--- src/hdl/cst_pkg.sv ---
// Shared types, character codes and helper functions of the character stream tokenizer.
`timescale 1ns / 1ps

package cst_pkg;

    typedef enum logic [3:0] {
        K_EOF    = 4'd0,
        K_IDENT  = 4'd1,
        K_EXTERN = 4'd2,
        K_INT    = 4'd3,
        K_REAL   = 4'd4,
        K_ASSIGN = 4'd5,
        K_ARROW  = 4'd6,
        K_NOTEQ  = 4'd7,
        K_GE     = 4'd8,
        K_LE     = 4'd9,
        K_BREAK  = 4'd10,
        K_CHAR   = 4'd11
    } t_kind;

    localparam logic [7:0] CH_TAB    = 8'h09;
    localparam logic [7:0] CH_NL     = 8'h0A;
    localparam logic [7:0] CH_VT     = 8'h0B;
    localparam logic [7:0] CH_FF     = 8'h0C;
    localparam logic [7:0] CH_CR     = 8'h0D;
    localparam logic [7:0] CH_SPACE  = 8'h20;
    localparam logic [7:0] CH_DOLLAR = 8'h24;
    localparam logic [7:0] CH_DOT    = 8'h2E;
    localparam logic [7:0] CH_SLASH  = 8'h2F;
    localparam logic [7:0] CH_ZERO   = 8'h30;
    localparam logic [7:0] CH_NINE   = 8'h39;
    localparam logic [7:0] CH_COLON  = 8'h3A;
    localparam logic [7:0] CH_SEMI   = 8'h3B;
    localparam logic [7:0] CH_LT     = 8'h3C;
    localparam logic [7:0] CH_EQ     = 8'h3D;
    localparam logic [7:0] CH_GT     = 8'h3E;

    localparam logic [2:0]  KW_LEN  = 3'd6;
    localparam logic [62:0] VAL_MAX = 63'h7FFF_FFFF_FFFF_FFFF;

    typedef struct packed {
        t_kind       kind;
        logic [7:0]  ch;
        logic [62:0] val;
        logic [15:0] len;
        logic        last;
    } t_token;

    // Up to two tokens caused by one request
    typedef struct packed {
        logic [1:0] cnt;
        t_token     tok0;
        t_token     tok1;
    } t_lex_out;

    function automatic logic is_alpha(input logic [7:0] c);
        return (c >= 8'h41 && c <= 8'h5A) || (c >= 8'h61 && c <= 8'h7A);
    endfunction

    function automatic logic is_digit(input logic [7:0] c);
        return (c >= CH_ZERO && c <= CH_NINE);
    endfunction

    function automatic logic is_skip(input logic [7:0] c);
        return (c == CH_SPACE) || (c == CH_TAB) || (c == CH_VT) || (c == CH_FF) ||
               (c == CH_CR);
    endfunction

    // Letters of the keyword "extern"
    function automatic logic [7:0] kw_char(input logic [2:0] pos);
        logic [7:0] c;
        case (pos)
            3'd0:    c = 8'h65;
            3'd1:    c = 8'h78;
            3'd2:    c = 8'h74;
            3'd3:    c = 8'h65;
            3'd4:    c = 8'h72;
            3'd5:    c = 8'h6E;
            default: c = 8'h00;
        endcase
        return c;
    endfunction

endpackage

--- src/hdl/cst_ifs.sv ---
// Valid/ready channel interfaces for the character and token streams.
`timescale 1ns / 1ps

interface cst_in_if;
    logic       valid;
    logic       ready;
    logic [7:0] char_code;
    logic       is_end;

    modport source (output valid, output char_code, output is_end, input ready);
    modport sink (input valid, input char_code, input is_end, output ready);
endinterface

interface cst_out_if;
    logic        valid;
    logic        ready;
    logic [3:0]  token_kind;
    logic [7:0]  token_char;
    logic [62:0] int_value;
    logic [15:0] token_length;
    logic        last_of_run;

    modport source (output valid, output token_kind, output token_char, output int_value,
                    output token_length, output last_of_run, input ready);
    modport sink (input valid, input token_kind, input token_char, input int_value,
                  input token_length, input last_of_run, output ready);
endinterface

--- src/hdl/cst_lexer.sv ---
// Scanner state registers and the single-step transition that yields up to two tokens.
`timescale 1ns / 1ps

module cst_lexer
    import cst_pkg::*;
#(
    parameter int LENGTH_BITS = 16
) (
    input  logic       i_clk,
    input  logic       i_rst_n,
    input  logic       i_take,
    input  logic [7:0] i_char,
    input  logic       i_end,
    output t_lex_out   o_res
);

    localparam int LB = LENGTH_BITS;
    localparam int LW = (LB > 16) ? LB : 16;
    localparam logic [LB-1:0] LEN_MAX = '1;

    typedef enum logic [7:0] {
        ST_IDLE    = 8'b0000_0001,
        ST_IDENT   = 8'b0000_0010,
        ST_NUM     = 8'b0000_0100,
        ST_GT      = 8'b0000_1000,
        ST_LT      = 8'b0001_0000,
        ST_COLON   = 8'b0010_0000,
        ST_EQ      = 8'b0100_0000,
        ST_COMMENT = 8'b1000_0000
    } t_mode;

    t_mode          r_mode,     n_mode;
    logic           r_prev,     n_prev;
    logic [62:0]    r_val,      n_val;
    logic           r_dot,      n_dot;
    logic           r_oct,      n_oct;
    logic           r_stop,     n_stop;
    logic [LB-1:0]  r_len,      n_len;
    logic [2:0]     r_kw_pos,   n_kw_pos;
    logic           r_kw_miss,  n_kw_miss;

    logic [LW-1:0]  len_wide;
    logic [15:0]    len_out;
    t_token         held_tok;
    logic           held_vld;
    t_token         sec_tok;
    logic           sec_vld;
    logic           use_idle;
    logic           flush_emit;
    logic           eff_prev;
    logic [3:0]     digit;
    logic [66:0]    mac;
    logic [62:0]    val_step;
    logic [LB-1:0]  len_step;
    logic           kw_hit;

    // Token held by the current mode
    always_comb begin
        len_wide = LW'(r_len);
        len_out  = (len_wide > LW'(16'hFFFF)) ? 16'hFFFF : len_wide[15:0];
        held_tok = '0;
        held_vld = 1'b0;
        unique case (r_mode)
            ST_IDENT: begin
                held_vld     = 1'b1;
                held_tok.kind = (!r_kw_miss && r_kw_pos == KW_LEN) ? K_EXTERN : K_IDENT;
                held_tok.len  = len_out;
            end
            ST_NUM: begin
                held_vld      = 1'b1;
                held_tok.kind = r_dot ? K_REAL : K_INT;
                held_tok.val  = r_dot ? '0 : r_val;
                held_tok.len  = len_out;
            end
            ST_GT: begin
                held_vld      = 1'b1;
                held_tok.kind = K_CHAR;
                held_tok.ch   = CH_GT;
            end
            ST_LT: begin
                held_vld      = 1'b1;
                held_tok.kind = K_CHAR;
                held_tok.ch   = CH_LT;
            end
            ST_COLON: begin
                held_vld      = 1'b1;
                held_tok.kind = K_CHAR;
                held_tok.ch   = CH_COLON;
            end
            ST_EQ: begin
                held_vld      = 1'b1;
                held_tok.kind = K_CHAR;
                held_tok.ch   = CH_EQ;
            end
            ST_IDLE, ST_COMMENT: begin
                held_vld = 1'b0;
            end
            default: begin
                held_vld = 1'b0;
            end
        endcase
    end

    // Digit accumulate: shift-add by 8 or 10, saturate at the largest signed value
    always_comb begin
        digit    = i_char[3:0];
        mac      = r_oct ? 67'({r_val, 3'b000})
                         : 67'({r_val, 3'b000}) + 67'({r_val, 1'b0});
        mac      = mac + 67'(digit);
        val_step = (mac > 67'(VAL_MAX)) ? VAL_MAX : mac[62:0];
        len_step = (r_len != LEN_MAX) ? r_len + LB'(1) : r_len;
        kw_hit   = (r_kw_pos < KW_LEN) && (i_char == kw_char(r_kw_pos));
        eff_prev = held_vld ? 1'b0 : r_prev;
    end

    always_comb begin
        n_mode    = r_mode;
        n_prev    = r_prev;
        n_val     = r_val;
        n_dot     = r_dot;
        n_oct     = r_oct;
        n_stop    = r_stop;
        n_len     = r_len;
        n_kw_pos  = r_kw_pos;
        n_kw_miss = r_kw_miss;
        sec_tok   = '0;
        sec_vld   = 1'b0;
        use_idle  = 1'b0;
        flush_emit = 1'b0;
        o_res     = '0;

        if (i_end) begin
            flush_emit   = held_vld;
            sec_vld      = 1'b1;
            sec_tok.kind = K_EOF;
            n_mode       = ST_IDLE;
        end else begin
            unique case (r_mode)
                ST_IDENT: begin
                    if (is_alpha(i_char) || is_digit(i_char)) begin
                        n_len = len_step;
                        if (!r_kw_miss) begin
                            if (kw_hit) n_kw_pos = r_kw_pos + 3'd1;
                            else n_kw_miss = 1'b1;
                        end
                    end else begin
                        use_idle = 1'b1;
                    end
                end
                ST_NUM: begin
                    if (is_digit(i_char)) begin
                        n_len = len_step;
                        if (!r_stop) begin
                            if (r_oct && digit >= 4'd8) n_stop = 1'b1;
                            else n_val = val_step;
                        end
                    end else if (i_char == CH_DOT && !r_dot) begin
                        n_len = len_step;
                        n_dot = 1'b1;
                    end else begin
                        use_idle = 1'b1;
                    end
                end
                ST_GT: begin
                    if (i_char == CH_EQ) begin
                        n_mode       = ST_IDLE;
                        sec_vld      = 1'b1;
                        sec_tok.kind = K_GE;
                    end else begin
                        use_idle = 1'b1;
                    end
                end
                ST_LT: begin
                    if (i_char == CH_EQ) begin
                        n_mode       = ST_IDLE;
                        sec_vld      = 1'b1;
                        sec_tok.kind = K_LE;
                    end else begin
                        use_idle = 1'b1;
                    end
                end
                ST_COLON: begin
                    if (i_char == CH_EQ) begin
                        n_mode       = ST_IDLE;
                        sec_vld      = 1'b1;
                        sec_tok.kind = K_ASSIGN;
                    end else begin
                        use_idle = 1'b1;
                    end
                end
                ST_EQ: begin
                    if (i_char == CH_GT) begin
                        n_mode       = ST_IDLE;
                        sec_vld      = 1'b1;
                        sec_tok.kind = K_ARROW;
                    end else if (i_char == CH_SLASH) begin
                        n_mode       = ST_IDLE;
                        sec_vld      = 1'b1;
                        sec_tok.kind = K_NOTEQ;
                    end else begin
                        use_idle = 1'b1;
                    end
                end
                ST_COMMENT: begin
                    if (i_char == CH_DOLLAR || i_char == CH_NL || i_char == CH_CR) begin
                        n_mode = ST_IDLE;
                    end
                end
                ST_IDLE: begin
                    use_idle = 1'b1;
                end
                default: begin
                    use_idle = 1'b1;
                end
            endcase
        end

        // Flush whatever is held, then lex the character afresh
        if (use_idle) begin
            flush_emit = held_vld;
            n_mode     = ST_IDLE;
            if (is_skip(i_char)) begin
                n_mode = ST_IDLE;
            end else if (is_alpha(i_char)) begin
                n_mode    = ST_IDENT;
                n_val     = '0;
                n_dot     = 1'b0;
                n_oct     = 1'b0;
                n_stop    = 1'b0;
                n_len     = LB'(1);
                n_kw_pos  = (i_char == kw_char(3'd0)) ? 3'd1 : 3'd0;
                n_kw_miss = (i_char != kw_char(3'd0));
            end else if (is_digit(i_char) || i_char == CH_DOT) begin
                n_mode    = ST_NUM;
                n_dot     = (i_char == CH_DOT);
                n_val     = (i_char == CH_DOT) ? '0 : 63'(digit);
                n_oct     = (i_char == CH_ZERO);
                n_stop    = 1'b0;
                n_len     = LB'(1);
                n_kw_pos  = 3'd0;
                n_kw_miss = 1'b0;
            end else if (i_char == CH_GT) begin
                n_mode = ST_GT;
            end else if (i_char == CH_LT) begin
                n_mode = ST_LT;
            end else if (i_char == CH_COLON) begin
                n_mode = ST_COLON;
            end else if (i_char == CH_EQ) begin
                n_mode = ST_EQ;
            end else if (i_char == CH_DOLLAR) begin
                n_mode = ST_COMMENT;
            end else if (i_char == CH_SEMI || i_char == CH_NL) begin
                // Collapse repeated line breaks
                if (!eff_prev) begin
                    sec_vld      = 1'b1;
                    sec_tok.kind = K_BREAK;
                end
            end else begin
                sec_vld      = 1'b1;
                sec_tok.kind = K_CHAR;
                sec_tok.ch   = i_char;
            end
        end

        if (sec_vld) n_prev = (sec_tok.kind == K_BREAK);
        else if (flush_emit) n_prev = 1'b0;

        if (flush_emit && sec_vld) begin
            o_res.cnt       = 2'd2;
            o_res.tok0      = held_tok;
            o_res.tok1      = sec_tok;
            o_res.tok1.last = 1'b1;
        end else if (flush_emit) begin
            o_res.cnt       = 2'd1;
            o_res.tok0      = held_tok;
            o_res.tok0.last = 1'b1;
        end else if (sec_vld) begin
            o_res.cnt       = 2'd1;
            o_res.tok0      = sec_tok;
            o_res.tok0.last = 1'b1;
        end
    end

    always_ff @(posedge i_clk) begin
        if (!i_rst_n) begin
            r_mode    <= ST_IDLE;
            r_prev    <= 1'b0;
            r_val     <= '0;
            r_dot     <= 1'b0;
            r_oct     <= 1'b0;
            r_stop    <= 1'b0;
            r_len     <= '0;
            r_kw_pos  <= 3'd0;
            r_kw_miss <= 1'b0;
        end else if (i_take) begin
            r_mode    <= n_mode;
            r_prev    <= n_prev;
            r_val     <= n_val;
            r_dot     <= n_dot;
            r_oct     <= n_oct;
            r_stop    <= n_stop;
            r_len     <= n_len;
            r_kw_pos  <= n_kw_pos;
            r_kw_miss <= n_kw_miss;
        end
    end

`ifndef SYNTHESIS
    a_end_goes_idle: assert property (@(posedge i_clk) disable iff (!i_rst_n)
        (i_take && i_end) |=> (r_mode == ST_IDLE))
        else $error("lexer not idle after end mark");

    a_pair_last: assert property (@(posedge i_clk) disable iff (!i_rst_n)
        (o_res.cnt == 2'd2) |-> (o_res.tok1.last && !o_res.tok0.last))
        else $error("last flag misplaced on a token pair");

    a_comment_silent: assert property (@(posedge i_clk) disable iff (!i_rst_n)
        (i_take && !i_end && r_mode == ST_COMMENT) |-> (o_res.cnt == 2'd0))
        else $error("token emitted inside a comment");
`endif

endmodule

--- src/hdl/cst_res_queue.sv ---
// Four-entry result queue: takes up to two tokens per request, delivers one per cycle while the receiver is ready.
`timescale 1ns / 1ps

module cst_res_queue
    import cst_pkg::*;
(
    input  logic     i_clk,
    input  logic     i_rst_n,
    input  logic     i_push,
    input  t_lex_out i_res,
    output logic     o_space,
    output logic     o_valid,
    input  logic     i_ready,
    output t_token   o_tok
);

    localparam int DEPTH = 4;
    localparam int PW    = $clog2(DEPTH);

    t_token        r_mem [DEPTH];
    logic [PW-1:0] r_wr;
    logic [PW-1:0] r_rd;
    logic [PW:0]   r_count;
    logic          pop;
    logic [PW:0]   push_n;

    assign pop     = o_valid && i_ready;
    assign push_n  = i_push ? (PW+1)'(i_res.cnt) : '0;
    assign o_space = (r_count <= (PW+1)'(DEPTH - 2));
    assign o_valid = (r_count != '0);
    assign o_tok   = r_mem[r_rd];

    always_ff @(posedge i_clk) begin
        if (!i_rst_n) begin
            r_wr    <= '0;
            r_rd    <= '0;
            r_count <= '0;
        end else begin
            r_count <= r_count + push_n - (PW+1)'(pop);
            if (pop) r_rd <= r_rd + PW'(1);
            if (i_push) r_wr <= r_wr + PW'(i_res.cnt);
        end
    end

    always_ff @(posedge i_clk) begin
        if (i_push && i_res.cnt != 2'd0) r_mem[r_wr] <= i_res.tok0;
        if (i_push && i_res.cnt == 2'd2) r_mem[r_wr + PW'(1)] <= i_res.tok1;
    end

`ifndef SYNTHESIS
    a_no_overflow: assert property (@(posedge i_clk) disable iff (!i_rst_n)
        r_count <= (PW+1)'(DEPTH))
        else $error("result queue overflow");

    a_count_push: assert property (@(posedge i_clk) disable iff (!i_rst_n)
        (i_push && !pop) |=> (r_count == $past(r_count) + (PW+1)'($past(i_res.cnt))))
        else $error("queue count does not follow a push");

    a_rd_advance: assert property (@(posedge i_clk) disable iff (!i_rst_n)
        pop |=> (r_rd == $past(r_rd) + PW'(1)))
        else $error("read pointer did not advance on pop");
`endif

endmodule

--- src/hdl/char_stream_tokenizer_core.sv ---
// Character stream tokenizer: lexes one character per request into identifier, number and
// operator tokens.
//
// i_in carries one ASCII byte per request (char_code), or an end-of-input mark (is_end).
// o_out carries tokens: kind, single character, integer value, length and a flag on the
// last token caused by a request.
// Each request updates the scanner state in the cycle it is accepted; the tokens it
// causes go through the result queue to o_out, one per cycle while the receiver is ready,
// in order. A request causes zero, one or two tokens. The block takes one request per
// cycle while requests cause at most one token and the receiver keeps up; the two-token
// case is limited by the one-token-per-cycle output side.
// A four-entry result queue parts the two sides: i_in.ready is high while it has room for
// two tokens, so a stalled receiver holds back requests only once the queue is that full.
// A token that needs one character of lookahead is held in the scanner until the next
// request decides it; an end mark flushes it and adds an eof token.
// Synchronous active-low reset empties the queue and returns the scanner to idle; the
// block takes requests as soon as reset is released.

`timescale 1ns / 1ps

module char_stream_tokenizer_core
    import cst_pkg::*;
#(
    parameter int LENGTH_BITS = 16
) (
    input  logic       i_clk,
    input  logic       i_rst_n,
    cst_in_if.sink     i_in,
    cst_out_if.source  o_out
);

    t_lex_out lex_res;
    t_token   q_tok;
    logic     q_space;
    logic     q_valid;
    logic     take;

    assign i_in.ready = q_space;
    assign take       = i_in.valid && q_space;

    cst_lexer #(
        .LENGTH_BITS (LENGTH_BITS)
    ) u_lexer (
        .i_clk   (i_clk),
        .i_rst_n (i_rst_n),
        .i_take  (take),
        .i_char  (i_in.char_code),
        .i_end   (i_in.is_end),
        .o_res   (lex_res)
    );

    cst_res_queue u_queue (
        .i_clk   (i_clk),
        .i_rst_n (i_rst_n),
        .i_push  (take),
        .i_res   (lex_res),
        .o_space (q_space),
        .o_valid (q_valid),
        .i_ready (o_out.ready),
        .o_tok   (q_tok)
    );

    assign o_out.valid        = q_valid;
    assign o_out.token_kind   = q_tok.kind;
    assign o_out.token_char   = q_tok.ch;
    assign o_out.int_value    = q_tok.val;
    assign o_out.token_length = q_tok.len;
    assign o_out.last_of_run  = q_tok.last;

endmodule

--- src/flat_wrapper.sv ---
// flat-port wrapper written by rule: the top's interface ports become plain ports
module char_stream_tokenizer_core_flat import cst_pkg::*;
#(
    parameter int LENGTH_BITS = 16
)
  (i_clk, i_rst_n, i_in_valid, i_in_char_code, i_in_is_end, i_in_ready, o_out_valid, o_out_token_kind, o_out_token_char, o_out_int_value, o_out_token_length, o_out_last_of_run, o_out_ready);
  cst_in_if i_in_i ();
  cst_out_if o_out_i ();
  input  logic i_clk;
  input  logic i_rst_n;
  input wire logic [$bits(i_in_i.valid)-1:0] i_in_valid;
  input wire logic [$bits(i_in_i.char_code)-1:0] i_in_char_code;
  input wire logic [$bits(i_in_i.is_end)-1:0] i_in_is_end;
  output wire logic [$bits(i_in_i.ready)-1:0] i_in_ready;
  output wire logic [$bits(o_out_i.valid)-1:0] o_out_valid;
  output wire logic [$bits(o_out_i.token_kind)-1:0] o_out_token_kind;
  output wire logic [$bits(o_out_i.token_char)-1:0] o_out_token_char;
  output wire logic [$bits(o_out_i.int_value)-1:0] o_out_int_value;
  output wire logic [$bits(o_out_i.token_length)-1:0] o_out_token_length;
  output wire logic [$bits(o_out_i.last_of_run)-1:0] o_out_last_of_run;
  input wire logic [$bits(o_out_i.ready)-1:0] o_out_ready;
  assign i_in_i.valid = i_in_valid;
  assign i_in_i.char_code = i_in_char_code;
  assign i_in_i.is_end = i_in_is_end;
  assign i_in_ready = i_in_i.ready;
  assign o_out_valid = o_out_i.valid;
  assign o_out_token_kind = o_out_i.token_kind;
  assign o_out_token_char = o_out_i.token_char;
  assign o_out_int_value = o_out_i.int_value;
  assign o_out_token_length = o_out_i.token_length;
  assign o_out_last_of_run = o_out_i.last_of_run;
  assign o_out_i.ready = o_out_ready;
  char_stream_tokenizer_core #(.LENGTH_BITS(LENGTH_BITS)) u_core (.i_clk(i_clk), .i_rst_n(i_rst_n), .i_in(i_in_i), .o_out(o_out_i));
endmodule
--- config.mk ---
export PLATFORM = sky130hd
export DESIGN_NAME = char_stream_tokenizer_core_flat
export DESIGN_NICKNAME = d
export VERILOG_FILES = /design/src/hdl/cst_pkg.sv /design/src/hdl/cst_ifs.sv /design/src/hdl/cst_lexer.sv /design/src/hdl/cst_res_queue.sv /design/src/hdl/char_stream_tokenizer_core.sv /design/src/flat_wrapper.sv
export SDC_FILE = /design/constraint.sdc
export NUM_CORES = 1
export LEC_CHECK = 0
export ABC_AREA = 1
export BUFFER_PORTS_ARGS = -buffer_cell sky130_fd_sc_hd__buf_2
export CAP_MARGIN = 20
export CELL_PAD_IN_SITES_DETAIL_PLACEMENT = 0
export CELL_PAD_IN_SITES_GLOBAL_PLACEMENT = 1
export CORE_MARGIN = 10
export CORE_UTILIZATION = 48
export DETAILED_ROUTE_END_ITERATION = 8
export PLACE_DENSITY = 0.83
export SETUP_SLACK_MARGIN = 0.15
export SKIP_CTS_REPAIR_TIMING = 1
export SLEW_MARGIN = 20
export SYNTH_ARGS = -nofsm -noshare
export SYNTH_HDL_FRONTEND = slang
export SYNTH_SLANG_ARGS = --single-unit
--- constraint.sdc ---
create_clock -name i_clk -period 6.6 [get_ports i_clk]
set_input_delay 1.32 -clock i_clk [delete_from_list [all_inputs] [get_ports i_clk]]
set_output_delay 1.32 -clock i_clk [all_outputs]
set_load 0.02 [all_outputs]
==> key figures <==
Run status
  – Status: finished, final reports clean

Route
  – Vias: between 30000 and 40000
  – Post-Route WL: 104000 um
  – WL/cell: around 19 um
  – Vias/cell: between 5 and 6
  – TritonRoute pass-1 iters: 6
  – Detailed Route Iter0 Violations: between 2000 and 3000
  – Drt drc: 0
  – Antenna-violating nets left: 0

Logic synthesis
  – Post-synth EDFFs: 52
  – Net Count, Synth: slightly below 5000
  – Main synth FF type: dfxtp_1
  – Async SR Flop Fraction: 0%
  – Yosys cell types: 54
  – Mapped cell area: 0.0301 mm2
  – Mean post-synth cell area: 6.30 um2
  – Register bit count reported by yosys: roughly 470
  – Cells after synthesis: 4775
  – Post-synthesis sequential area ratio: between 30% and 40%
  – Warnings, synthesis: 0

Cells and area
  – Layout cells sized above 1: 7.06%
  – Most frequent cells in the layout: nand2_1 (1073), o21ai_0 (569), inv_1 (567)
  – Final core utilization: 53.0%
  – Non-filler instance count after layout: 5593
  – Diode count: 0
  – Nets: 4810
  – Area Growth Syn to Fin: 9.02%
  – Commonest non-fill, non-tap cell in the layout: nand2_1

Floorplan
  – # IOs: between 100 and 150
  – Die Wd: 270 um
  – Core ar.: just over 0.06 mm2
  – Die height: 270 um
  – Starting Density: 48.6%
  – DIE AREA: 0.0731 mm2
  – Core Rows: 91

Clock tree
  – TritonCTS Sinks: 472
  – CTS tree: built
  – Clock buffer depth: 3
  – TritonCTS Buffers: 51
  – Worst skew pair latency: 0.61 ns
  – Reg clk slew, reported paths: 0.06 ns
  – Root Driver: clkbuf_16
  – H-tree Lvls: 2

Timing
  – RSZ-0062 raised after global routing: false
  – Maximum clock rate: approximately 190 MHz
  – Setup TNS: 0 ns
  – Final period util: between 70% and 80%
  – Worst-margin pin slew: around 1.1 ns
  – Rel. slew slack: 29.6%
  – Finish-stage setup viols: 0
  – Slew Limit Fails: 0
  – Tmin final: 5.26 ns
  – Layout Skew: about 0.021 ns
  – Hold Slack: 0.467 ns
  – Final Hold Violating Endpoints: 0

GRT
  – Grt total ovfl: 0
  – First-pass GRT wire length: 163000 um
  – Initial antenna violation count: 1
  – Gr usage total: between 20 and 30%
  – Vias in the first global route: between 20000 and 30000
  – Largest net degree at the start of global routing: 171

Critical path
  – CP cell instances: buf_2, inv_1, nor3_2, inv_1, nand2_1, nand2_1, inv_2, a21oi_1, nand2_1, nand2_2, inv_2, nand3_2, nand2_2, nor2_1, nand3_1, a21oi_2, nor2_1, ha_1, nor2_1, nand3_4, buf_12, nand3_1, o21ai_0
  – CP max stage delay: 0.60 ns
  – Startpoint class of the critical path: input pin
  – CP required: 7.04 ns
  – CP Max Fanout: 170
  – Top delay family on crit path: simple AND/OR/NAND/NOR gates
  – CP bufs+invs: 6
  – Setup Crit Path Kind: in -> reg
  – Crit path capture type: flip-flop
  – CP max stage cell: nor2_1
  – CP Data Arrival Time: 5.70 ns

Run
  – Maxcap violations: 0

Min path
  – HP Class: reg -> reg

Power and ir drop
  – Pleak: 13.3 nW
  – IR drop worst, VDD: roughly 0.24 mV
  – Total power: 8.11 mW
  – PD cells: 247 mW/mm2

Place
  – DPL Wire Length: 72000 um
  – Placed insts: 5500
  – Final Wtd Congestion: 1.02
  – Number of port buffers: 106
-- layout make-up --
type                       count  area [um2]
clock buffer                  64        1390
clock inverter                29         275
fill                        6586       29100
inverter                     592        2230
multi-input combinational   3461       17000
sequential                   472        9980
tap                          837        1050
timing repair buffer         138         900
-- final timing paths --
kind	startpoint	endpoint	slack (ns)	cells after the start
setup reg to reg	u_core.u_lexer.r_mode[4]$_SDFFE_PN0P_	u_core.u_queue.r_mem[2][27]$_SDFFE_PP0P_	1.43	20
setup / recovery	i_in_char_code[4]	u_core.u_queue.r_mem[2][27]$_SDFFE_PP0P_	1.34	23
hold reg to reg	u_core.u_queue.r_rd[1]$_SDFFE_PN0P_	flip-flop	0.47	2
hold / removal	u_core.u_queue.r_rd[1]$_SDFFE_PN0P_	flip-flop	0.47	2
-- state kept, by name, summed over array words and instances (netlist names), named ones only --
signal,count
u_core.u_lexer.r_kw_pos,3
u_core.u_lexer.r_mode,8
u_core.u_lexer.r_val,63
u_core.u_lexer.r_stop,1
u_core.u_lexer.r_dot,1
u_core.u_lexer.r_prev,1
u_core.u_queue.r_count,3
u_core.u_queue.r_mem,368
u_core.u_lexer.len_wide,16
u_core.u_queue.r_rd,2
u_core.u_lexer.r_oct,1
u_core.u_queue.r_wr,2
u_core.u_lexer.r_kw_miss,1
-- per-layer routing --
layer  global-route usage, %  routed length [um]  vias to the layer above
li1                        -                   -                    15587
met1                    37.6               48100                    14427
met2                    44.5               47400                      930
met3                    3.18                6500                      154
met4                    7.07                2510                        2
met5                       0                  13                        -
-- synth_stat cells, drive strengths merged, types with 5 or more instances --
library cell | instances | area [um2]
xnor2 | 21 | 184
nor4 | 12 | 87.6
a22oi | 5 | 37.5
xor2 | 43 | 377
and2 | 7 | 43.8
edfxtp | 52 | 1560
dfxtp | 420 | 8410
inv | 586 | 2200
a21oi | 212 | 1080
nor2 | 541 | 2180
a211oi | 7 | 52.6
clkbuf | 223 | 837
buf | 27 | 181
or2 | 6 | 37.5
nand4 | 46 | 288
nor3 | 37 | 200
nand3 | 583 | 2990
o221ai | 5 | 43.8
o21ai | 584 | 2940
ha | 78 | 976
nand2 | 1100 | 4200
a31oi | 5 | 31.3
clkinv | 6 | 22.5
o22ai | 147 | 920
-- cells by family (layout without fill, tap and decap cells) --
family,count (synthesis),after routing,synth area share [%]
DFF,472,472,33.1
xor gates and xnor gates,64,64,1.86
buffers and inverters,842,823,10.8
AOI/OAI and AO/OA,976,976,17.3
muxes,1,1,0.0374
adders and majority gates,81,81,3.44
and+or+nand+nor,2339,2339,33.5
-- worst reg2reg max path, stage by stage, from the launching register on --
cell and delay, ns:
dfxtp_1 0.36, nor2_1 0.09, nand2_1 0.15, nor4_2 0.05
buf_4 0.16, nor2_1 0.39, inv_1 0.46, nor3_1 0.41
nand2_1 0.12, nand3_2 0.11, nand2_2 0.08, nor2_1 0.20
nand3_1 0.15, a21oi_2 0.25, nor2_1 0.15, ha_1 0.22
nor2_1 0.60, nand3_4 0.17, buf_12 0.27, nand3_1 0.53
o21ai_0 0.10
-- power breakdown --
| part | switching [mW] | total [mW] | internal (mW) | leakage (nW) |
|---|---|---|---|---|
| combinational | 1.67 | 2.24 | 0.564 | 8.66 |
| clock | 1.24 | 2.85 | 1.61 | 0.820 |
| sequential | 0.0633 | 3.03 | 2.97 | 3.86 |
| total | 2.97 | 8.11 | 5.14 | 13.3 |
-- through the flow --
stage	instance area, um2	worst slack [ns]
floorplan	30100	1.72
global placement	31100	0.880
detailed placement	31100	0.763
CTS	32800	1.40
global route	32800	0.978
finish	32800	1.34
Power figures use the tool's default switching activity.
